File: src/rtl/rmq_pkg.sv
// Shared types and widths for the rotation-matrix-to-quaternion pipeline.
// No dependencies.
package rmq_pkg;

  localparam int IN_W   = 18;
  localparam int T_W    = 20;
  localparam int Q_W    = 21;
  localparam int MAG_W  = 20;
  localparam int SQ_W   = 40;
  localparam int SUM_W  = 42;
  localparam int RAD_W  = 58;
  localparam int ROOT_W = 29;
  localparam int REM_W  = 31;
  localparam int NUM_W  = 45;
  localparam int QUO_W  = 18;
  localparam int DREM_W = 30;
  localparam int DIV_DEPTH = QUO_W + 2;

  localparam logic signed [Q_W-1:0] ONE_Q = Q_W'(65536);
  localparam logic [QUO_W-1:0] OUT_CLAMP = QUO_W'(131072);
  localparam logic [QUO_W-1:0] OUT_MAX   = QUO_W'(131071);

  typedef logic signed [IN_W-1:0] m_t;
  typedef logic signed [Q_W-1:0]  q_t;

  typedef struct packed {
    q_t   qx;
    q_t   qy;
    q_t   qz;
    q_t   qw;
    logic zero;
  } side_t;

  function automatic q_t ext_m(input m_t v);
    return {{(Q_W-IN_W){v[IN_W-1]}}, v};
  endfunction

endpackage

File: src/rtl/rmq_div.sv
// Pipelined restoring divider: rounds q * 2^24 / n and saturates to Q1.16.
// Depends on rmq_pkg.
module rmq_div import rmq_pkg::*; (
  input  logic              clk,
  input  logic              en,
  input  q_t                q_in,
  input  logic [ROOT_W-1:0] n_in,
  output m_t                res_out
);

  logic              neg0_r;
  logic [DREM_W-1:0] rem0_r;
  logic [QUO_W-1:0]  lo0_r;
  logic [ROOT_W-1:0] n0_r;

  logic              neg_r [QUO_W];
  logic [DREM_W-1:0] rem_r [QUO_W];
  logic [QUO_W-1:0]  lo_r  [QUO_W];
  logic [QUO_W-1:0]  quo_r [QUO_W];
  logic [ROOT_W-1:0] n_r   [QUO_W];

  m_t res_r;

  q_t               qabs;
  logic [NUM_W-1:0] num;
  logic [QUO_W-1:0] rq;
  logic signed [QUO_W:0] sres;

  assign qabs = q_in[Q_W-1] ? -q_in : q_in;
  assign num  = {1'b0, qabs[MAG_W-1:0], 24'b0} + NUM_W'(n_in >> 1);

  always_ff @(posedge clk) begin
    if (en) begin
      neg0_r <= q_in[Q_W-1];
      rem0_r <= DREM_W'(num[NUM_W-1:QUO_W]);
      lo0_r  <= num[QUO_W-1:0];
      n0_r   <= n_in;
    end
  end

  for (genvar k = 0; k < QUO_W; k++) begin : g_step
    logic              neg_p;
    logic [DREM_W-1:0] rem_p;
    logic [QUO_W-1:0]  lo_p;
    logic [QUO_W-1:0]  quo_p;
    logic [ROOT_W-1:0] n_p;
    logic [DREM_W-1:0] rem_sh;
    logic              take;

    if (k == 0) begin : g_first
      assign neg_p = neg0_r;
      assign rem_p = rem0_r;
      assign lo_p  = lo0_r;
      assign quo_p = '0;
      assign n_p   = n0_r;
    end else begin : g_next
      assign neg_p = neg_r[k-1];
      assign rem_p = rem_r[k-1];
      assign lo_p  = lo_r[k-1];
      assign quo_p = quo_r[k-1];
      assign n_p   = n_r[k-1];
    end

    assign rem_sh = {rem_p[DREM_W-2:0], lo_p[QUO_W-1]};
    assign take   = (rem_sh >= DREM_W'(n_p));

    always_ff @(posedge clk) begin
      if (en) begin
        neg_r[k] <= neg_p;
        rem_r[k] <= take ? rem_sh - DREM_W'(n_p) : rem_sh;
        lo_r[k]  <= lo_p << 1;
        quo_r[k] <= {quo_p[QUO_W-2:0], take};
        n_r[k]   <= n_p;
      end
    end
  end

  always_comb begin
    rq = (quo_r[QUO_W-1] > OUT_CLAMP) ? OUT_CLAMP : quo_r[QUO_W-1];
    if (neg_r[QUO_W-1]) begin
      sres = -$signed({1'b0, rq});
    end else if (rq > OUT_MAX) begin
      sres = $signed({1'b0, OUT_MAX});
    end else begin
      sres = $signed({1'b0, rq});
    end
  end

  always_ff @(posedge clk) begin
    if (en) begin
      res_r <= sres[IN_W-1:0];
    end
  end

  assign res_out = res_r;

endmodule
File: config.mk
export PLATFORM = sky130hd
export DESIGN_NAME = rmq_div
export DESIGN_NICKNAME = d
export VERILOG_FILES = /design/src/rtl/rmq_pkg.sv /design/src/rtl/rmq_div.sv
export SDC_FILE = /design/constraint.sdc
export NUM_CORES = 2
export LEC_CHECK = 0
export ABC_CLOCK_PERIOD_IN_PS = 5800
export BUFFER_PORTS_ARGS = -buffer_cell sky130_fd_sc_hd__buf_4
export CORE_MARGIN = 4
export CORE_UTILIZATION = 60
export CTS_CLUSTER_SIZE = 40
export DETAILED_ROUTE_END_ITERATION = 10
export PLACE_DENSITY = 0.76
export SLEW_MARGIN = 20
export SYNTH_ARGS = -nofsm -noshare
export SYNTH_HDL_FRONTEND = slang
export SYNTH_SLANG_ARGS = --single-unit
File: constraint.sdc
create_clock -name clk -period 5.8 [get_ports clk]
set_input_delay 0.87 -clock clk [delete_from_list [all_inputs] [get_ports clk]]
set_output_delay 0.87 -clock clk [all_outputs]
set_load 0.05 [all_outputs]
==> out/qor.yml <==
status: "complete, no violations"
critPathSlowestCell: "o21ai_4"
swShare: 0.366
clockBufferDepth: 3
p_leak_nw: 31.5
reg2reg_from: "rem_r[14][8]"
rrSetupSlack_ps: 1350
synth_cells: 6175
total_power_w: 0.0415
start_util: 0.604
place_hpwl_mm: 115
crit_arrival_ps: 4940
ys_ff_latch: 1244
synth_cell_type_count: 91
worstReg2RegEnd: "rem_r[15][3]"
tightest_slew_ps: 1110
cts_root_buf: "clkbuf_16"
cts_sinks: 1244
synth_fp_nets: 6772
ys_warn_count: 0
cp_slowest_stage_delay_ps: 800
synth_area_um2: 70200
finalNonFillerCells: 7920
seqPwrFrac: 0.354
cts_tree: "yes"
fin_nets: 6887
die_w_um: 350
finalHoldViolations: 0
fmax_mhz: 225
synth-async-reset-ratio: 0
clock_latency_ps: 740
grt-ovfl-total: 0
setup-violations-final: 0
grt_pass1_wl_mm: 240
place.gp.congestion: 0.925
ctsHoldBuffers: 0
slew_violations: 0
grt_max_degree: 162
power_frac_comb: 0.439
met3_usage: 0.0336
drive_above_1_share: 0.0880
worst-r2r-cell-count: 10
avgSynthCellArea_um2: 11.4
dieArea_um2: 123000
drtAntennaViolNets: 0
maxSlewHeadroom: 0.240
drv_cap: 0
worst_slack_ps: 1350
cts_resized: 0
p_int_w: 0.0263
cts.clk_slew.worst_paths_ps: 60
antenna_found_initial: 5
area_growth_pct: 9.89
cp-startpoint: "rem_r[14][8]"
path_class: "flip-flop to flip-flop"
totalWireLength_mm: 152
timing.hold.ws_ps: 288
dpl_worst_slack_ps: 1370
post-cts-setup-buffers: 0
grtUsageMet2: 0.444
core_um2: 116000
power-per-cell-area_nw_per_um2: 538
critPathLaunchType: "flip-flop"
top_usage_layer: "met2"
fin_crit_ps: 4450
crit_fanout: 36
setup_tns_ps: 0
ios: 70
io_buffers: 69
grt_use_met1: 0.293
grt_pass1_vias: 46120
viasPerCell: 5.94
cp-endpoint: "rem_r[15][3]"
worstSetupEndpointType: "flip-flop"
place_inst: 7676
seq_area_um2: 37400
fillers: 8521
min_path_type: "primary input to flip-flop"
first_pass_iters: 6
htreeDepth: 4
drc_errors: 0
fin_skew_ps: 40.8
cts_buffers: 135
synth_edf_count: 1244
period_share: 0.767
crit_path_cell_trace: "ha_1, nand2_1, nor2_1, o311ai_0, a2111o_1, a21o_1, a311oi_1, a41oi_1, o21ai_4, mux2_2"
ys_seq_area_frac: 0.532
num_rows: 125
irDropWorstVdd_mv: 0.347
wl_per_cell_um: 19.2
clkPwrFrac: 0.207
dominantRegCellSynth: "edfxtp_1"
multi_input_comb_area_um2: 30100
required_ps: 6290
drt_iter0_markers: 3624
p_switching_w: 0.0152
die_h_um: 350
grt_setup_unrepaired: "no"
track_usage: 0.246
vias: 47073
## placed cells by master, fill, tap and decap left out, types with 93 or more instances in the layout
cell type / synthesis / final
a21o_1: 244 / 244
a21oi_1: 476 / 473
buf_4: 2 / 93
clkbuf_16: 0 / 135
edfxtp_1: 1244 / 1244
ha_1: 527 / 527
inv_1: 623 / 623
mux2_2: 195 / 195
nand2_1: 440 / 440
nor2_1: 307 / 307
o21ai_0: 468 / 468
xnor2_1: 251 / 251
xor2_1: 183 / 183
## final cells by class
| class | instances | area share |
|---|---|---|
| tap | 1524 | 0.0247 |
| inverter | 624 | 0.0304 |
| clock buffer | 156 | 0.0448 |
| sequential | 1244 | 0.484 |
| timing repair buffer | 107 | 0.0128 |
| multi-input combinational | 4178 | 0.390 |
| clock inverter | 86 | 0.0131 |
| antenna | 1 | 0.0000324 |
## cells in the mapped netlist, drive strengths merged, types with 14 or more instances
cell type | n | share of area
o31ai | 45 | 0.0050
xnor2 | 251 | 0.031
and3 | 42 | 0.0037
nor4 | 19 | 0.0021
a21oi | 476 | 0.034
nand2 | 441 | 0.024
nor2 | 307 | 0.016
or2 | 18 | 0.0016
and2 | 27 | 0.0024
mux2 | 195 | 0.031
or3 | 25 | 0.0023
o31a | 18 | 0.0022
buf | 55 | 0.0039
xor2 | 183 | 0.023
a41oi | 16 | 0.0021
nor3 | 55 | 0.0039
a31oi | 45 | 0.0041
ha | 527 | 0.094
o21ai | 485 | 0.035
nand2b | 68 | 0.0061
nor2b | 83 | 0.0074
inv | 624 | 0.033
a211oi | 49 | 0.0052
a2111oi | 15 | 0.0025
nand3 | 83 | 0.0059
edfxtp | 1244 | 0.53
and4 | 17 | 0.0021
o21bai | 58 | 0.0063
o21a | 83 | 0.0089
a21boi | 19 | 0.0020
fa | 18 | 0.0051
o211ai | 24 | 0.0026
clkbuf | 74 | 0.0040
nand4 | 68 | 0.0061
mux2i | 14 | 0.0020
a21o | 244 | 0.026
## critical path: cells and delay by family, from the launching register on
family | cells | cell delay, ps
AOI/OAI and AO/OA | 6 | 2460
DFF | 1 | 400
and+or+nand+nor | 2 | 510
muxes | 1 | 410
adders and majority gates | 1 | 390
## cells by family after synthesis
| kind of cell | share of synthesized area |
|---|---|
| AO/OA/AOI/OAI | 0.152 |
| XOR/XNOR | 0.0542 |
| adder cells (fa/ha/maj) | 0.0991 |
| buffers and inverters | 0.0412 |
| flip-flops | 0.532 |
| multiplexers | 0.0333 |
| AND/OR/NAND/NOR | 0.0877 |
## flip-flops by register name (all words and copies together), names as in the netlist
register and count:
neg_r 18, res_out 18, n_r 493, rem_r 493, quo_r 171, g_step.n_p 12
g_step.neg_p 1, g_step.rem_p 21, g_step.lo_p 17
## layer usage
layer  vias to the layer above  share of wire  routed length, um
met5                         -        0.00017                 26
met4                         4          0.046               7030
met3                       382          0.043               6600
met2                      1252           0.51              77400
met1                     22474           0.40              60900
li1                      22961              -                  -
## power by group through the flow
| stage | logic (W) | clock network, W | registers [W] |
|---|---|---|---|
| global route | 0.0202 | 0.00917 | 0.0149 |
| detailed placement | 0.0179 | 0 | 0.0148 |
| finish | 0.0182 | 0.00859 | 0.0147 |
| floorplan | 0.0141 | 0 | 0.0141 |
| global placement | 0.0175 | 0 | 0.0148 |
| CTS | 0.0181 | 0.00875 | 0.0147 |
## stage by stage
| step | util | cell area, um2 |
|---|---|---|
| floorplan | - | 70200 |
| global placement | 0.625 | 72600 |
| detailed placement | 0.625 | 72600 |
| CTS | 0.663 | 77100 |
| global route | 0.664 | 77100 |
| finish | 0.664 | 77100 |
## how the worst min path moves through the flow
stage / start / endpoint / slack (ps) / cells past startpoint
final: n_in[10] / g_step[0].lo_p[9] / 290 / 1
after global routing: n_in[11] / g_step[0].lo_p[10] / 260 / 1
after CTS: n_in[10] / g_step[0].lo_p[9] / 240 / 1
after detailed placement: quo_r[9][7] / quo_r[10][8] / 400 / 0
after global placement: quo_r[2][2] / quo_r[3][3] / 400 / 0
after floorplan: g_step[0].neg_p / neg_r[0] / 400 / 0
Note: power is estimated with default switching activity, not from simulation.
