**src/rtl/rmq_pkg.sv**
```systemverilog
// Shared types and widths for the rotation-matrix-to-quaternion pipeline.
// No dependencies.
package rmq_pkg;

  localparam int IN_W   = 18;
  localparam int T_W    = 20;
  localparam int Q_W    = 21;
  localparam int MAG_W  = 20;
  localparam int SQ_W   = 40;
  localparam int SUM_W  = 42;
  localparam int RAD_W  = 58;
  localparam int ROOT_W = 29;
  localparam int REM_W  = 31;
  localparam int NUM_W  = 45;
  localparam int QUO_W  = 18;
  localparam int DREM_W = 30;
  localparam int DIV_DEPTH = QUO_W + 2;

  localparam logic signed [Q_W-1:0] ONE_Q = Q_W'(65536);
  localparam logic [QUO_W-1:0] OUT_CLAMP = QUO_W'(131072);
  localparam logic [QUO_W-1:0] OUT_MAX   = QUO_W'(131071);

  typedef logic signed [IN_W-1:0] m_t;
  typedef logic signed [Q_W-1:0]  q_t;

  typedef struct packed {
    q_t   qx;
    q_t   qy;
    q_t   qz;
    q_t   qw;
    logic zero;
  } side_t;

  function automatic q_t ext_m(input m_t v);
    return {{(Q_W-IN_W){v[IN_W-1]}}, v};
  endfunction

endpackage

```
**src/rtl/rmq_front.sv**
```systemverilog
// Front stages: trace, Shepperd selection, component squares, sum of squares.
// Depends on rmq_pkg.
module rmq_front import rmq_pkg::*; (
  input  logic             clk,
  input  logic             rst_n,
  input  logic             en,
  input  logic             vld_in,
  input  m_t               m00, m01, m02, m10, m11, m12, m20, m21, m22,
  output logic             vld_out,
  output logic [SUM_W-1:0] sum_out,
  output side_t            side_out
);

  typedef enum logic [1:0] {SEL_X, SEL_Y, SEL_Z, SEL_W} sel_t;

  logic [2:0] vld_r;
  m_t a00_r, a01_r, a02_r, a10_r, a11_r, a12_r, a20_r, a21_r, a22_r;
  q_t t_r;
  q_t qx_r, qy_r, qz_r, qw_r;
  q_t qx2_r, qy2_r, qz2_r, qw2_r;
  logic [SQ_W-1:0] sx_r, sy_r, sz_r, sw_r;
  logic [SUM_W-1:0] sum_r;
  side_t side_r;

  q_t t_nxt;
  sel_t sel;
  q_t best;
  q_t qx_nxt, qy_nxt, qz_nxt, qw_nxt;
  logic [MAG_W-1:0] mx, my, mz, mw;
  logic [SUM_W-1:0] sum_nxt;

  function automatic logic [MAG_W-1:0] mag(input q_t v);
    q_t a;
    a = v[Q_W-1] ? -v : v;
    return a[MAG_W-1:0];
  endfunction

  assign t_nxt = ext_m(m00) + ext_m(m11) + ext_m(m22);

  always_comb begin
    sel  = SEL_X;
    best = ext_m(a00_r);
    if (ext_m(a11_r) > best) begin
      sel  = SEL_Y;
      best = ext_m(a11_r);
    end
    if (ext_m(a22_r) > best) begin
      sel  = SEL_Z;
      best = ext_m(a22_r);
    end
    if (t_r > best) begin
      sel = SEL_W;
    end
    case (sel)
      SEL_X: begin
        qx_nxt = ONE_Q - t_r + (ext_m(a00_r) <<< 1);
        qy_nxt = ext_m(a10_r) + ext_m(a01_r);
        qz_nxt = ext_m(a20_r) + ext_m(a02_r);
        qw_nxt = ext_m(a21_r) - ext_m(a12_r);
      end
      SEL_Y: begin
        qy_nxt = ONE_Q - t_r + (ext_m(a11_r) <<< 1);
        qz_nxt = ext_m(a21_r) + ext_m(a12_r);
        qx_nxt = ext_m(a01_r) + ext_m(a10_r);
        qw_nxt = ext_m(a02_r) - ext_m(a20_r);
      end
      SEL_Z: begin
        qz_nxt = ONE_Q - t_r + (ext_m(a22_r) <<< 1);
        qx_nxt = ext_m(a02_r) + ext_m(a20_r);
        qy_nxt = ext_m(a12_r) + ext_m(a21_r);
        qw_nxt = ext_m(a10_r) - ext_m(a01_r);
      end
      default: begin
        qx_nxt = ext_m(a21_r) - ext_m(a12_r);
        qy_nxt = ext_m(a02_r) - ext_m(a20_r);
        qz_nxt = ext_m(a10_r) - ext_m(a01_r);
        qw_nxt = ONE_Q + t_r;
      end
    endcase
  end

  assign mx = mag(qx_r);
  assign my = mag(qy_r);
  assign mz = mag(qz_r);
  assign mw = mag(qw_r);

  assign sum_nxt = SUM_W'(sx_r) + SUM_W'(sy_r) + SUM_W'(sz_r) + SUM_W'(sw_r);

  always_ff @(posedge clk) begin
    if (!rst_n) begin
      vld_r   <= '0;
      vld_out <= 1'b0;
    end else if (en) begin
      vld_r   <= {vld_r[1:0], vld_in};
      vld_out <= vld_r[2];
    end
  end

  always_ff @(posedge clk) begin
    if (en) begin
      a00_r <= m00; a01_r <= m01; a02_r <= m02;
      a10_r <= m10; a11_r <= m11; a12_r <= m12;
      a20_r <= m20; a21_r <= m21; a22_r <= m22;
      t_r   <= t_nxt;
      qx_r  <= qx_nxt; qy_r <= qy_nxt; qz_r <= qz_nxt; qw_r <= qw_nxt;
      sx_r  <= SQ_W'(mx) * SQ_W'(mx);
      sy_r  <= SQ_W'(my) * SQ_W'(my);
      sz_r  <= SQ_W'(mz) * SQ_W'(mz);
      sw_r  <= SQ_W'(mw) * SQ_W'(mw);
      qx2_r <= qx_r; qy2_r <= qy_r; qz2_r <= qz_r; qw2_r <= qw_r;
      sum_r <= sum_nxt;
      side_r.qx   <= qx2_r;
      side_r.qy   <= qy2_r;
      side_r.qz   <= qz2_r;
      side_r.qw   <= qw2_r;
      side_r.zero <= (sum_nxt == '0);
    end
  end

  assign sum_out  = sum_r;
  assign side_out = side_r;

endmodule

```
**config.mk**
```make
export PLATFORM = sky130hd
export DESIGN_NAME = rmq_front
export DESIGN_NICKNAME = d
export VERILOG_FILES = /design/src/rtl/rmq_pkg.sv /design/src/rtl/rmq_front.sv
export SDC_FILE = /design/constraint.sdc
export NUM_CORES = 2
export LEC_CHECK = 0
export BUFFER_PORTS_ARGS = -buffer_cell sky130_fd_sc_hd__buf_2
export CORE_AREA = 3 3 358 360
export DETAILED_ROUTE_END_ITERATION = 8
export DIE_AREA = 0 0 361 363
export GPL_ROUTABILITY_DRIVEN = 0
export PLACE_DENSITY = 0.94
export SLEW_MARGIN = 30
export SYNTH_ARGS = -nofsm -noshare
export SYNTH_HDL_FRONTEND = slang
export SYNTH_SLANG_ARGS = --single-unit
```
**constraint.sdc**
```tcl
create_clock -name clk -period 9.8 [get_ports clk]
set_input_delay 0.49 -clock clk [delete_from_list [all_inputs] [get_ports clk]]
set_output_delay 0.49 -clock clk [all_outputs]
set_load 0.02 [all_outputs]
```
==> metrics.yaml, run 1 <==
synth-seq-cells: 633
dieHeight_um: 363
floorplan.initialDensity_pct: 64.6
clockRootBuffer: "clkbuf_16"
yosysUniqueCellTypes: 83
yosysWarningCount: 0
worstEpCategory: "register input"
dp_hpwl_um: 206000
clockBufferDepth: 3
stop_stage: "global routing (5_1_grt)"
dp.cells: 9871
syn_area_per_cell_um2: 10.1
syn_inst: 8015
synth-async-reset-ratio_pct: 0
post_cts_buffers: 0
synth_flop_cell: "edfxtp_1"
numCtsBuffers: 72
status: "stopped before the end"
die_w_um: 361
synth-seq-area-share_pct: 23.4
htree_levels: 3
cts_sinks: 633
postGrtWorstEndpoint: "sy_r[35]$_DFFE_PP_/D"
pin_count: 294
syn_area_um2: 81100
synth-edff-count: 629
grt.total_usage_pct: 61.2
gr-total-overflow: 8
grt_max_degree: 147
portBuffers: 293
tool.error: "[ERROR GRT-0232] Routing congestion too high. Check the congestion heatmap in the GUI."
fp-row-count: 130
## per-stage QoR
stage	util (%)	cell area [um2]	setup slack, ns	hold WS, ns
floorplan	-	81100	0.841	0.400
global placement	67.6	84800	0.449	0.400
detailed placement	67.6	84800	0.0282	0.405
CTS	70.9	88900	0.0116	0.00120
## cells in the mapped netlist, types with 35 or more instances
master	count	share of area, %
a211oi_1	46	0.43
a21o_1	149	1.4
a21oi_1	356	2.2
a31oi_1	38	0.29
clkbuf_1	192	0.89
edfxtp_1	629	23
fa_1	1225	30
ha_1	869	13
inv_1	1556	7.2
mux2i_1	51	0.63
nand2_1	523	2.4
nand2b_1	57	0.44
nand3_1	61	0.38
nor2_1	799	3.7
nor2b_1	61	0.47
nor3_1	83	0.51
o21a_1	45	0.42
o21ai_0	253	1.6
o21bai_1	40	0.37
o31ai_1	39	0.36
or2_2	35	0.27
or3_1	35	0.27
xnor2_1	310	3.3
xor2_1	157	1.7
## per-layer routing
| metal | track usage (%) | GRT overflow |
|---|---|---|
| met1 | 56.8 | 0 |
| met2 | 73.5 | 2 |
| met3 | 56.2 | 0 |
| met4 | 59.0 | 6 |
| met5 | 36.4 | 0 |
## kinds of logic after synthesis
logic type	synth area share [%]
adders and majority gates	43.7
buffers and inverters	8.33
and+or+nand+nor	9.63
AOI/OAI and AO/OA	9.24
DFF	23.4
xor gates and xnor gates	5.05
muxes	0.671
other	0.00926
## timing repair
| action | 4_1_cts |
|---|---|
| endpoints found under the hold margin | 161 |
| hold buffers | 161 |
| setup endpoints to repair | 3 |
| resized for setup | 2 |
==> inputs of run 2 (changes only) <==
CORE_AREA = 3 3 455 457   (was 3 3 358 360)
DIE_AREA = 0 0 458 460   (was 0 0 361 363)
PLACE_DENSITY = not set   (was 0.94)
PLACE_DENSITY_LB_ADDON = 0.15   (was not set)
==> run 2 against run 1 <==
- the flow now finishes without violations
- area after synthesis is the same
- synthesized cell count did not move
==> metrics.yaml, run 2 <==
die_w_um: 458  # +27%
clock_latency_ns: 0.75
synth_flop_cell: "edfxtp_1"
drv_slew: 0
critPathKind: "register to register"
netlist_top_cells_count: "inv_1, fa_1, ha_1"
critPathMaxFanout: 13
fin_crit_ns: 9.34
synth-async-reset-ratio_pct: 0  # unchanged
syn_area_per_cell_um2: 10.1  # unchanged
numCtsBuffers: 79  # +9.7%
yosysTopAreaCell: "fa_1"
yosysWarningCount: 0  # unchanged
critPathRequiredTime_ns: 10.25
final_common_cell: "inv_1"
synth-edff-count: 629  # unchanged
grt_pass1_vias: 61972
drtPass1Iterations: 6
cpMostUsedCell: "fa_1"
clock.fmax_ghz: 0.107
syn_area_um2: 81100  # unchanged
dieHeight_um: 460  # +27%
drc_errors: 0
crit_buf_inv: 5
wl_met3_um: 11800
antenna_found_initial: 11
cp-end-kind: "register"
gr-total-overflow: 0
clockRootBuffer: "clkbuf_16"
yosysMostFrequentCell: "inv_1"
floorplan.initialDensity_pct: 39.7  # -25 points
top_layer_used: "met5"
hold_viol: 0
yosys-top-cells-area: "fa_1, edfxtp_1, ha_1, inv_1, nor2_1"
dp_hpwl_um: 209000  # +1.2%
synth_top_area_share_pct: 30.3  # unchanged
syn_inst: 8015  # unchanged
grt.total_usage_pct: 23.7
num_vias: 58311
yosysUniqueCellTypes: 83  # unchanged
arrival_ns: 9.79
relSlewSlack_pct: 27.2
finalCritPeriodShare_pct: 95.3
synth-seq-cells: 633  # unchanged
final_antenna_net_count: 0
worst_path_largest_cell_delay_ns: 0.72
path_clk_slew_ns: 0.06
cts_tree: "built"
fillers: 19505
cts_sinks: 633  # unchanged
tightest_slew_ns: 1.08
fin_setup_tns_ns: 0
drv_cap: 0
grt_pass1_wl_um: 378000
core-area_um2: 204000
drtIter0Drc: 3793
rsz0062_at_grt: "no"
wl_met1_um: 107000
status: "complete, no violations"
fp-row-count: 166  # +28%
drive_gt1_share_pct: 7.46
htree_levels: 3  # unchanged
vias_per_cell: 5.18
critPathTopFamily: "adder cells"
fin_nets: 10760
largest_reg_flops: 85
crit_slowest_cell: "edfxtp_1"
area_growth_syn_to_layout_pct: 11.8
clock_skew_ns: 0.0565
setup_viol: 0
grt_max_degree: 149
hold_path_class: "input port to register"
final_cell_mix: "inv_1, fa_1, ha_1"
routed_wl_um: 247000
synth-seq-area-share_pct: 23.4  # unchanged
clockBufferDepth: 3  # unchanged
wl_per_cell_um: 21.9
pin_count: 294  # unchanged
portBuffers: 293  # unchanged
die-area_um2: 211000
dr_wl_met2_um: 118000
critPathLaunchType: "register"
-- run 2: path summary, 6_finish.rpt --
path              from           end  slack [ns]  cells after the start
max            qx_r[0]      sx_r[32]        0.46                     30
min reg2reg  qz2_r[20]  side_out[42]        0.41                      0
max reg2reg    qx_r[0]      sx_r[32]        0.46                     30
min             m22[0]      a22_r[0]        0.09                      1
-- run 2: repair_timing --
action,CTS,global route
resized for setup,0,4
hold buffers,160,0
buffers inserted,0,1
endpoints found under the setup margin,0,5
endpoints found under the hold margin,162,0
-- run 2: cell type report --
class / instances / area, um2 / share of cell area (%)
Antenna cell: 7 / 17.5 / 0.0193
Clock buffer: 91 / 2020 / 2.23
Clock inverter: 55 / 578 / 0.638
Inverter: 1590 / 5970 / 6.58
Multi-Input combinational cell: 5587 / 55500 / 61.2
Sequential cell: 633 / 19000 / 20.9
Tap cell: 2688 / 3360 / 3.71
Timing Repair Buffer: 609 / 4290 / 4.73
-- run 2: metal layers --
metal | vias up | track usage (%)
met3 | 381 | 2.95
met4 | 6 | 8.67
met1 | 29337 | 31.5
met2 | 1618 | 39.8
li1 | 26969 | -
met5 | - | 0
-- run 2: worst register-to-register path: cells and delay by family, from the launching register on --
kind | cells | cell delay, ns
buffers and inverters | 5 | 0.80
adders and majority gates | 9 | 4.05
xor gates and xnor gates | 2 | 0.75
and+or+nand+nor | 4 | 0.68
AOI/OAI and AO/OA | 10 | 2.09
DFF | 1 | 0.72
-- run 2: stage by stage --
stage                     cells  hold WS (ns)  utilization, %  cell area [um2]  setup slack (ns)
after global routing      11253        0.0227            44.4            90600            0.0216
after detailed placement  10945         0.405            42.4            86400             0.311
after CTS                 11251       0.00246            44.4            90600             0.264
after floorplan            8016         0.400               -            81100             0.841
after global placement    10945         0.404            42.4            86400             0.460
final                     11260        0.0863            44.5            90700             0.463
-- run 2: cells by family after synthesis --
| group | Yosys count | synth area share [%] |
|---|---|---|
| xor+xnor | 467 | 5.05 |
| flops | 633 | 23.4 |
| mux | 54 | 0.671 |
| compound gates | 1178 | 9.24 |
| fa+ha+maj | 2094 | 43.7 |
| other cells | 2 | 0.00926 |
| simple gates | 1791 | 9.63 |
| buf+inv | 1796 | 8.33 |
Power of run 2 is left out: the tool's default activity adds up to more than one toggle a clock period on the data nets, which glitch-free logic cannot reach.
